<file path="src/sv/csmv_pkg.sv">
// ----------------------------------------------------------------------------
// csmv_pkg
// Shared types and constants for the CSR sparse matrix-vector unit.
// ----------------------------------------------------------------------------
`default_nettype none

package csmv_pkg;

	// input word kinds
	localparam logic [1:0] KIND_LOAD    = 2'd0;
	localparam logic [1:0] KIND_NONZERO = 2'd1;
	localparam logic [1:0] KIND_EMPTY   = 2'd2;

	// widest vector index carried between front and back
	localparam int unsigned IDX_W = 8;

	// decoupling queue
	localparam int unsigned QUEUE_DEPTH = 4;
	localparam int unsigned QPTR_W      = $clog2(QUEUE_DEPTH);
	localparam int unsigned QCNT_W      = $clog2(QUEUE_DEPTH + 1);

	typedef struct packed {
		logic [1:0]         kind;
		logic [7:0]         position;
		logic signed [15:0] element_value;
		logic               row_end;
	} item_word_t;

	typedef struct packed {
		logic [15:0]        row_index;
		logic signed [15:0] row_sum;
	} result_word_t;

	typedef enum logic [1:0] {
		OP_LOAD,
		OP_MAC,
		OP_EMPTY
	} op_t;

	// classified word handed from front to back
	typedef struct packed {
		op_t                op;
		logic [IDX_W-1:0]   idx;
		logic signed [15:0] value;
		logic               last;
	} op_word_t;

	typedef struct packed {
		logic full;
		logic empty;
	} queue_status_t;

endpackage

`default_nettype wire

</file>
<file path="src/sv/csmv_front.sv">
// ----------------------------------------------------------------------------
// csmv_front
// Accepts input words, reduces the index modulo the vector depth and turns
// each word of a known kind into an operation for the back end.
// ----------------------------------------------------------------------------
`default_nettype none

module csmv_front #(
	parameter int unsigned VEC_DEPTH = 256
) (
	input  wire logic                   item_valid,
	output logic                        item_stall,
	input  wire csmv_pkg::item_word_t    item,
	input  wire csmv_pkg::queue_status_t q_status,
	output logic                        push,
	output csmv_pkg::op_word_t          push_word
);

	logic [csmv_pkg::IDX_W-1:0] idx_tbl [256];

	// index reduction table, worked out at elaboration
	for (genvar g = 0; g < 256; g++) begin : g_idx
		assign idx_tbl[g] = csmv_pkg::IDX_W'(g % VEC_DEPTH);
	end

	assign item_stall = q_status.full;

	always_comb begin
		push_word.idx   = idx_tbl[item.position];
		push_word.value = item.element_value;
		push_word.last  = item.row_end;
		push_word.op    = csmv_pkg::OP_LOAD;
		push            = 1'b0;
		case (item.kind)
			csmv_pkg::KIND_LOAD: begin
				push_word.op = csmv_pkg::OP_LOAD;
				push         = item_valid && !q_status.full;
			end
			csmv_pkg::KIND_NONZERO: begin
				push_word.op = csmv_pkg::OP_MAC;
				push         = item_valid && !q_status.full;
			end
			csmv_pkg::KIND_EMPTY: begin
				push_word.op = csmv_pkg::OP_EMPTY;
				push         = item_valid && !q_status.full;
			end
			default: begin
				// unused kind is dropped
				push = 1'b0;
			end
		endcase
	end

endmodule

`default_nettype wire

</file>
<file path="src/sv/csmv_queue.sv">
// ----------------------------------------------------------------------------
// csmv_queue
// Short first-in first-out queue between the front and back ends.
// ----------------------------------------------------------------------------
`default_nettype none

module csmv_queue (
	input  wire logic                 clk,
	input  wire logic                 arst_n,
	input  wire logic                 push,
	input  wire csmv_pkg::op_word_t    push_word,
	input  wire logic                 pop,
	output csmv_pkg::op_word_t        head,
	output csmv_pkg::queue_status_t   status
);

	csmv_pkg::op_word_t             slot_q [csmv_pkg::QUEUE_DEPTH];
	logic [csmv_pkg::QPTR_W-1:0]    wr_ptr_q;
	logic [csmv_pkg::QPTR_W-1:0]    rd_ptr_q;
	logic [csmv_pkg::QCNT_W-1:0]    count_q;
	logic                           do_push;
	logic                           do_pop;

	assign status.full  = (count_q == csmv_pkg::QCNT_W'(csmv_pkg::QUEUE_DEPTH));
	assign status.empty = (count_q == '0);
	assign do_push      = push && !status.full;
	assign do_pop       = pop && !status.empty;
	assign head         = slot_q[rd_ptr_q];

	always_ff @(posedge clk or negedge arst_n) begin
		if (!arst_n) begin
			wr_ptr_q <= '0;
			rd_ptr_q <= '0;
			count_q  <= '0;
		end else begin
			if (do_push) begin
				wr_ptr_q <= wr_ptr_q + 1'b1;
			end
			if (do_pop) begin
				rd_ptr_q <= rd_ptr_q + 1'b1;
			end
			if (do_push && !do_pop) begin
				count_q <= count_q + 1'b1;
			end else if (do_pop && !do_push) begin
				count_q <= count_q - 1'b1;
			end
		end
	end

	always_ff @(posedge clk) begin
		if (do_push) begin
			slot_q[wr_ptr_q] <= push_word;
		end
	end

endmodule

`default_nettype wire

</file>
<file path="src/sv/csmv_back.sv">
// ----------------------------------------------------------------------------
// csmv_back
// Vector store, multiply, scale and row accumulation, with the result
// register in front of the output channel.
// ----------------------------------------------------------------------------
`default_nettype none

module csmv_back #(
	parameter int unsigned VEC_DEPTH = 256,
	parameter int unsigned FRAC_BITS = 5
) (
	input  wire logic                   clk,
	input  wire logic                   arst_n,
	input  wire csmv_pkg::op_word_t      head,
	input  wire csmv_pkg::queue_status_t q_status,
	output logic                        pop,
	output logic                        result_valid,
	input  wire logic                   result_stall,
	output csmv_pkg::result_word_t      result
);

	// only the first 256 entries can ever be addressed
	localparam int unsigned STORE_DEPTH = (VEC_DEPTH < 256) ? VEC_DEPTH : 256;
	localparam int unsigned ADDR_W      = $clog2(STORE_DEPTH);

	logic signed [15:0]  store [STORE_DEPTH];
	logic [ADDR_W-1:0]   addr;
	logic                adv;

	logic                valid_s1;
	csmv_pkg::op_t       op_s1;
	logic signed [15:0]  weight_s1;
	logic signed [15:0]  vec_s1;
	logic                last_s1;

	logic                valid_s2;
	csmv_pkg::op_t       op_s2;
	logic signed [31:0]  prod_s2;
	logic                last_s2;

	logic [15:0]         acc_q;
	logic [15:0]         row_cnt_q;
	logic                out_valid_q;
	csmv_pkg::result_word_t result_q;

	logic signed [31:0]  prod_shift;
	logic [15:0]         sum;
	logic [15:0]         acc_d;
	logic [15:0]         row_cnt_d;
	logic                out_valid_d;
	csmv_pkg::result_word_t result_d;

	// whole back end moves when the result register is free
	assign adv          = !out_valid_q || !result_stall;
	assign pop          = adv && !q_status.empty;
	assign addr         = head.idx[ADDR_W-1:0];
	assign result_valid = out_valid_q;
	assign result       = result_q;

	// stage 1: vector store access, write for loads and registered read
	always_ff @(posedge clk) begin
		if (pop) begin
			if (head.op == csmv_pkg::OP_LOAD) begin
				store[addr] <= head.value;
			end
			vec_s1 <= store[addr];
		end
		if (adv) begin
			op_s1     <= head.op;
			weight_s1 <= head.value;
			last_s1   <= head.last;
		end
	end

	// stage 2: product
	always_ff @(posedge clk) begin
		if (adv) begin
			op_s2   <= op_s1;
			prod_s2 <= weight_s1 * vec_s1;
			last_s2 <= last_s1;
		end
	end

	always_ff @(posedge clk or negedge arst_n) begin
		if (!arst_n) begin
			valid_s1 <= 1'b0;
			valid_s2 <= 1'b0;
		end else if (adv) begin
			valid_s1 <= pop;
			valid_s2 <= valid_s1;
		end
	end

	// stage 3: scale, accumulate and emit
	assign prod_shift = prod_s2 >>> FRAC_BITS;
	assign sum        = acc_q + prod_shift[15:0];

	always_comb begin
		acc_d       = acc_q;
		row_cnt_d   = row_cnt_q;
		out_valid_d = 1'b0;
		result_d.row_index = row_cnt_q;
		result_d.row_sum   = '0;
		if (valid_s2) begin
			case (op_s2)
				csmv_pkg::OP_LOAD: begin
					acc_d     = '0;
					row_cnt_d = '0;
				end
				csmv_pkg::OP_MAC: begin
					if (last_s2) begin
						result_d.row_sum = sum;
						out_valid_d      = 1'b1;
						acc_d            = '0;
						row_cnt_d        = row_cnt_q + 1'b1;
					end else begin
						acc_d = sum;
					end
				end
				csmv_pkg::OP_EMPTY: begin
					out_valid_d = 1'b1;
					row_cnt_d   = row_cnt_q + 1'b1;
				end
				default: begin
					acc_d = acc_q;
				end
			endcase
		end
	end

	always_ff @(posedge clk or negedge arst_n) begin
		if (!arst_n) begin
			acc_q       <= '0;
			row_cnt_q   <= '0;
			out_valid_q <= 1'b0;
		end else if (adv) begin
			acc_q       <= acc_d;
			row_cnt_q   <= row_cnt_d;
			out_valid_q <= out_valid_d;
		end
	end

	always_ff @(posedge clk) begin
		if (adv) begin
			result_q <= result_d;
		end
	end

endmodule

`default_nettype wire

</file>
<file path="src/sv/csr_sparse_matvec_fixed_unit.sv">
// ----------------------------------------------------------------------------
// csr_sparse_matvec_fixed_unit
// Sparse matrix times dense vector, matrix streamed in compressed row form,
// 16-bit fixed-point values with wrapping row sums.
// ----------------------------------------------------------------------------
// The unit takes one word per cycle while its queue is not full and, while
// the result side keeps up, returns one result per cycle for every row-end
// or empty-row word. A word passes a four-entry queue and three back-end
// stages (vector store read, multiply, scale and accumulate into the
// result register); the single multiply-accumulate and the result register
// set the rate of one word a cycle while the result side keeps up. Load
// words write the vector store and restart the row count; a nonzero must
// only use vector entries loaded since reset. Indexes are reduced modulo
// VEC_DEPTH. The vector store is not cleared at reset.
`default_nettype none

module csr_sparse_matvec_fixed_unit #(
	parameter int unsigned VEC_DEPTH = 256,
	parameter int unsigned FRAC_BITS = 5
) (
	input  wire logic                  clk,
	input  wire logic                  arst_n,
	input  wire logic                  item_valid,
	output logic                       item_stall,
	input  wire csmv_pkg::item_word_t   item,
	output logic                       result_valid,
	input  wire logic                  result_stall,
	output csmv_pkg::result_word_t     result
);

	csmv_pkg::queue_status_t q_status;
	csmv_pkg::op_word_t      push_word;
	csmv_pkg::op_word_t      head;
	logic                    push;
	logic                    pop;

	csmv_front #(
		.VEC_DEPTH (VEC_DEPTH)
	) u_front (
		.item_valid (item_valid),
		.item_stall (item_stall),
		.item       (item),
		.q_status   (q_status),
		.push       (push),
		.push_word  (push_word)
	);

	csmv_queue u_queue (
		.clk       (clk),
		.arst_n    (arst_n),
		.push      (push),
		.push_word (push_word),
		.pop       (pop),
		.head      (head),
		.status    (q_status)
	);

	csmv_back #(
		.VEC_DEPTH (VEC_DEPTH),
		.FRAC_BITS (FRAC_BITS)
	) u_back (
		.clk          (clk),
		.arst_n       (arst_n),
		.head         (head),
		.q_status     (q_status),
		.pop          (pop),
		.result_valid (result_valid),
		.result_stall (result_stall),
		.result       (result)
	);

endmodule

`default_nettype wire

</file>
<file path="config.mk">
export PLATFORM = sky130hd
export DESIGN_NAME = csr_sparse_matvec_fixed_unit
export DESIGN_NICKNAME = d
export VERILOG_FILES = /design/src/sv/csmv_pkg.sv /design/src/sv/csmv_front.sv /design/src/sv/csmv_queue.sv /design/src/sv/csmv_back.sv /design/src/sv/csr_sparse_matvec_fixed_unit.sv
export SDC_FILE = /design/constraint.sdc
export NUM_CORES = 2
export LEC_CHECK = 0
export BUFFER_PORTS_ARGS = -buffer_cell sky130_fd_sc_hd__buf_2
export CORE_MARGIN = 2
export CORE_UTILIZATION = 53
export CTS_CLUSTER_DIAMETER = 120
export CTS_CLUSTER_SIZE = 40
export DETAILED_ROUTE_END_ITERATION = 12
export HOLD_SLACK_MARGIN = 0.03
export MAX_ROUTING_LAYER = met4
export PLACE_DENSITY = 0.7
export SLEW_MARGIN = 20
export SYNTH_ARGS = -nofsm -noshare
export SYNTH_HDL_FRONTEND = slang
export SYNTH_MEMORY_MAX_BITS = 65536
export SYNTH_SLANG_ARGS = --single-unit
</file>
<file path="constraint.sdc">
create_clock -name clk -period 17.6 [get_ports clk]
set_input_delay 2.64 -clock clk [delete_from_list [all_inputs] [get_ports clk]]
set_output_delay 2.64 -clock clk [all_outputs]
set_load 0.02 [all_outputs]
</file>
==> results.txt <==
----------------------------------------------------
[Synthesis]
  Unique cell type count in the Yosys netlist ... 73
  Dominant cell type by area after synthesis ... sky130_fd_sc_hd__edfxtp_1
  Number of synthesis warnings ... 0
  Ranking of synthesized cells by area ... sky130_fd_sc_hd__edfxtp_1 74%, sky130_fd_sc_hd__mux4_2 7.1%, sky130_fd_sc_hd__nand2_1 4.1%
  Most instantiated cells after synthesis ... 4,290 x sky130_fd_sc_hd__edfxtp_1, 1,901 x sky130_fd_sc_hd__nand2_1, 573 x sky130_fd_sc_hd__nand3_1
  Flops & latches, synth ... 4,332
  Sequential fraction of the synthesis area ... 0.747
  Number of cells produced by synthesis ... 10,500
  Post-synthesis net count ... 10,800
  Post-Syn Area ... 174,000 sq um
  Primary flip-flop cell chosen by synthesis mapping ... sky130_fd_sc_hd__edfxtp_1
  Top-area cell type share of the netlist area ... 0.741
  Most frequent cell after synthesis ... sky130_fd_sc_hd__edfxtp_1
  Async S/R FF share, synth ... 0.00970
  Average cell area after synthesis ... 16.6 sq um
  Number of enable-type register cells in the synthesized netlist ... 4,290

[STA]
  Slew @ Worst Pin ... 1400 ps
  Final critical-path share of the clock period ... 0.423
  Final number of setup-violating endpoints ... 0
  Minimum clock period ... 7440 ps
  Setup Skew ... 103 ps
  Setup repair after global routing missed its margin ... false
  Final count of hold timing violations ... 0
  Max-slew violation count ... 0
  Final-layout setup total negative slack ... 0 ps
  Worst slew margin relative to its limit ... 0.0372
  Peak clock frequency supported by timing ... 134 MHz
  Worst hold slack ... 442 ps

[Layout]
  Share of final-layout standard cells stronger than drive strength 1 ... 0.136
  Layout area overhead ... 6.54%
  Area taken by multi-input logic gates ... 41,200 sq um
  Post-route design area ... 185,000 sq um
  Number of nets in the layout ... 10,800
  Footprint of the flip-flops and latches ... 130,000 sq um
  End-of-flow core utilization ... 0.567
  Number of inserted filler cells in the final layout ... 24,800

[Clock network]
  Setup Buffers After CTS ... 0
  Insertion delay to the later sink of the worst-skew pair ... 950 ps
  Hold_buf cts ... 0
  Clock input transition at the sequential cells of the worst setup and hold paths ... 150 ps
  Clock tree root driver cell ... sky130_fd_sc_hd__clkbuf_16
  Number of gates resized after CTS ... 0
  Total CTS buffers ... 134
  Clock sink total ... 4,332
  Max H-tree Level ... 4
  Largest buffer count on any clock path ... 4
  TritonCTS clock tree ... yes

[Min path]
  Kind of path behind the tightest hold check ... flip-flop to flip-flop
  Hold path startpoint ... u_back.op_s1[0]

[Placement]
  Final estimated routing congestion in global placement ... 1.06
  Hpwl dp ... 377 mm
  # port buffers ... 64
  DP Area ... 181,000 sq um

[Floorplan]
  Die span in x ... 577 microns
  Effective utilization at floorplan ... 0.532
  Total number of placement rows ... 210
  Number of I/O pins ... 65
  Total Die Area ... 333,000 sq um
  Die H ... 577 microns
  Std-Cell Core Area ... 327,000 sq um

[Drt]
  Detailed router's first-iteration violation count ... 19,300
  Count of antenna-violating nets left after detailed routing ... 0
  Avg WL per Cell ... 39.4 microns
  Number of design rule violations left after detail routing ... 0
  Wire length reported by the detailed router ... 589 mm
  Total number of vias ... 103,000
  Drt via density ... 6.87
  Length of the first detailed-routing pass in iterations ... 8

[Worst setup path]
  Crit. End Element ... flip-flop
  Worst Setup Start Kind ... flip-flop
  Max Fanout on Critical Path ... 87
  Launching instance or port of the critical path ... u_queue.rd_ptr_q[1]
  Reg2Reg Launch Point ... u_queue.rd_ptr_q[1]
  Data arrival time at the worst-slack endpoint ... 8090 ps
  Data required time of the critical path ... 18,250 ps
  R2R Setup Slk ... 10,160 ps
  Critical path start-end classification ... flip-flop to flip-flop

[Global routing]
  Via count of the first global-routing pass ... 95,800
  Global routing usage summed across all routing layers ... 0.362
  Wire length of the first global-routing pass ... 799 mm
  GRT overflow ... 0
  Pin count of the biggest net entering global routing ... 158
  Number of antenna violations at the first check in global routing ... 64

[Job]
  Count of max-cap constraint violations ... 0

[Run status]
  Status ... finished, final reports clean

----------------------------------------------------
==> cells by family (layout without fill, tap and decap cells) <==
group                    count (synthesis)  count (layout)  share of synthesized area
XOR/XNOR                                73              73                    0.00368
adder cells (fa/ha/maj)                241             241                     0.0238
multiplexers                           781             781                     0.0847
AO/OA/AOI/OAI                          823             823                     0.0349
AND/OR/NAND/NOR                       3412            3412                     0.0850
other                                    0              63                          0
buffers and inverters                  816             891                     0.0214
flip-flops                            4332            4332                      0.747
==> state kept, by name (all words and copies together) (netlist names), 2 cells and up <==
| name | flops |
|---|---|
| u_queue.rd_ptr_q | 2 |
| u_back.prod_s2 | 16 |
| u_back.op_s2 | 2 |
| u_back.vec_s1 | 16 |
| u_back.store | 4096 |
| u_queue.count_q | 3 |
| u_queue.wr_ptr_q | 2 |
| u_back.weight_s1 | 16 |
| u_back.op_s1 | 2 |
| u_back.row_cnt_q | 16 |
| u_back.acc_q | 16 |
| u_queue.slot_q | 108 |
| u_back.result | 32 |
==> critical path, stage by stage (launching register included) <==
cell                      delay [ps]
sky130_fd_sc_hd__dfrtp_1         360
sky130_fd_sc_hd__buf_4           450
sky130_fd_sc_hd__mux4_4          750
sky130_fd_sc_hd__buf_12          520
sky130_fd_sc_hd__buf_12          510
sky130_fd_sc_hd__buf_4           770
sky130_fd_sc_hd__buf_4           780
sky130_fd_sc_hd__mux4_2          680
sky130_fd_sc_hd__a22oi_1         220
sky130_fd_sc_hd__nand2_1          70
sky130_fd_sc_hd__o22ai_1         370
sky130_fd_sc_hd__o21ai_0         160
sky130_fd_sc_hd__nor4_1          980
sky130_fd_sc_hd__nand4_1         190
==> metal layers <==
layer / GRT usage / share of wire / vias up
met2: 0.507 / 0.43 / 8058
met5: - / 0 / -
met4: 0.229 / 0.078 / 0
met3: 0.107 / 0.14 / 1348
met1: 0.466 / 0.34 / 53300
li1: - / - / 40100
==> cell usage in the layout (no fill, tap or decap), types with 69 or more instances in the layout <==
master,count
sky130_fd_sc_hd__a32oi_1,176
sky130_fd_sc_hd__clkbuf_16,138
sky130_fd_sc_hd__nor2_1,285
sky130_fd_sc_hd__edfxtp_1,4290
sky130_fd_sc_hd__mux2i_1,217
sky130_fd_sc_hd__buf_4,412
sky130_fd_sc_hd__inv_1,214
sky130_fd_sc_hd__fa_1,150
sky130_fd_sc_hd__and3_1,71
sky130_fd_sc_hd__o21ai_0,69
sky130_fd_sc_hd__nor2_2,135
sky130_fd_sc_hd__nand3_1,573
sky130_fd_sc_hd__and2_1,101
sky130_fd_sc_hd__ha_1,91
sky130_fd_sc_hd__a21oi_1,81
sky130_fd_sc_hd__nand4_1,159
sky130_fd_sc_hd__a31oi_1,104
sky130_fd_sc_hd__mux4_2,533
sky130_fd_sc_hd__nand2_1,1897
==> through the flow <==
stage	setup WS (ps)	cells
floorplan	10820	10500
CTS	10480	14900
detailed placement	10550	14700
global route	9920	14900
global placement	10250	14700
finish	10160	15000
==> layout make-up <==
type                       count  share of cell area
clock inverter                21             0.00167
clock buffer                 148              0.0188
inverter                     215             0.00435
tap                         4346              0.0293
multi-input combinational   5330               0.223
antenna                       63            0.000851
sequential                  4332               0.701
timing repair buffer         507              0.0217
==> worst paths after layout <==
path / to / cells after the start
max in group asynchronous: u_queue.rd_ptr_q[0] / 1
setup / recovery: u_back.vec_s1[11] / 13
setup reg to reg: u_back.vec_s1[11] / 13
min in group asynchronous: u_queue.rd_ptr_q[1] / 1
hold / removal: u_back.op_s2[0] / 0
hold reg to reg: u_back.op_s2[0] / 0
Power is not shown: default switching activity piles up to over one toggle a cycle in this logic, so the estimate is an artifact.
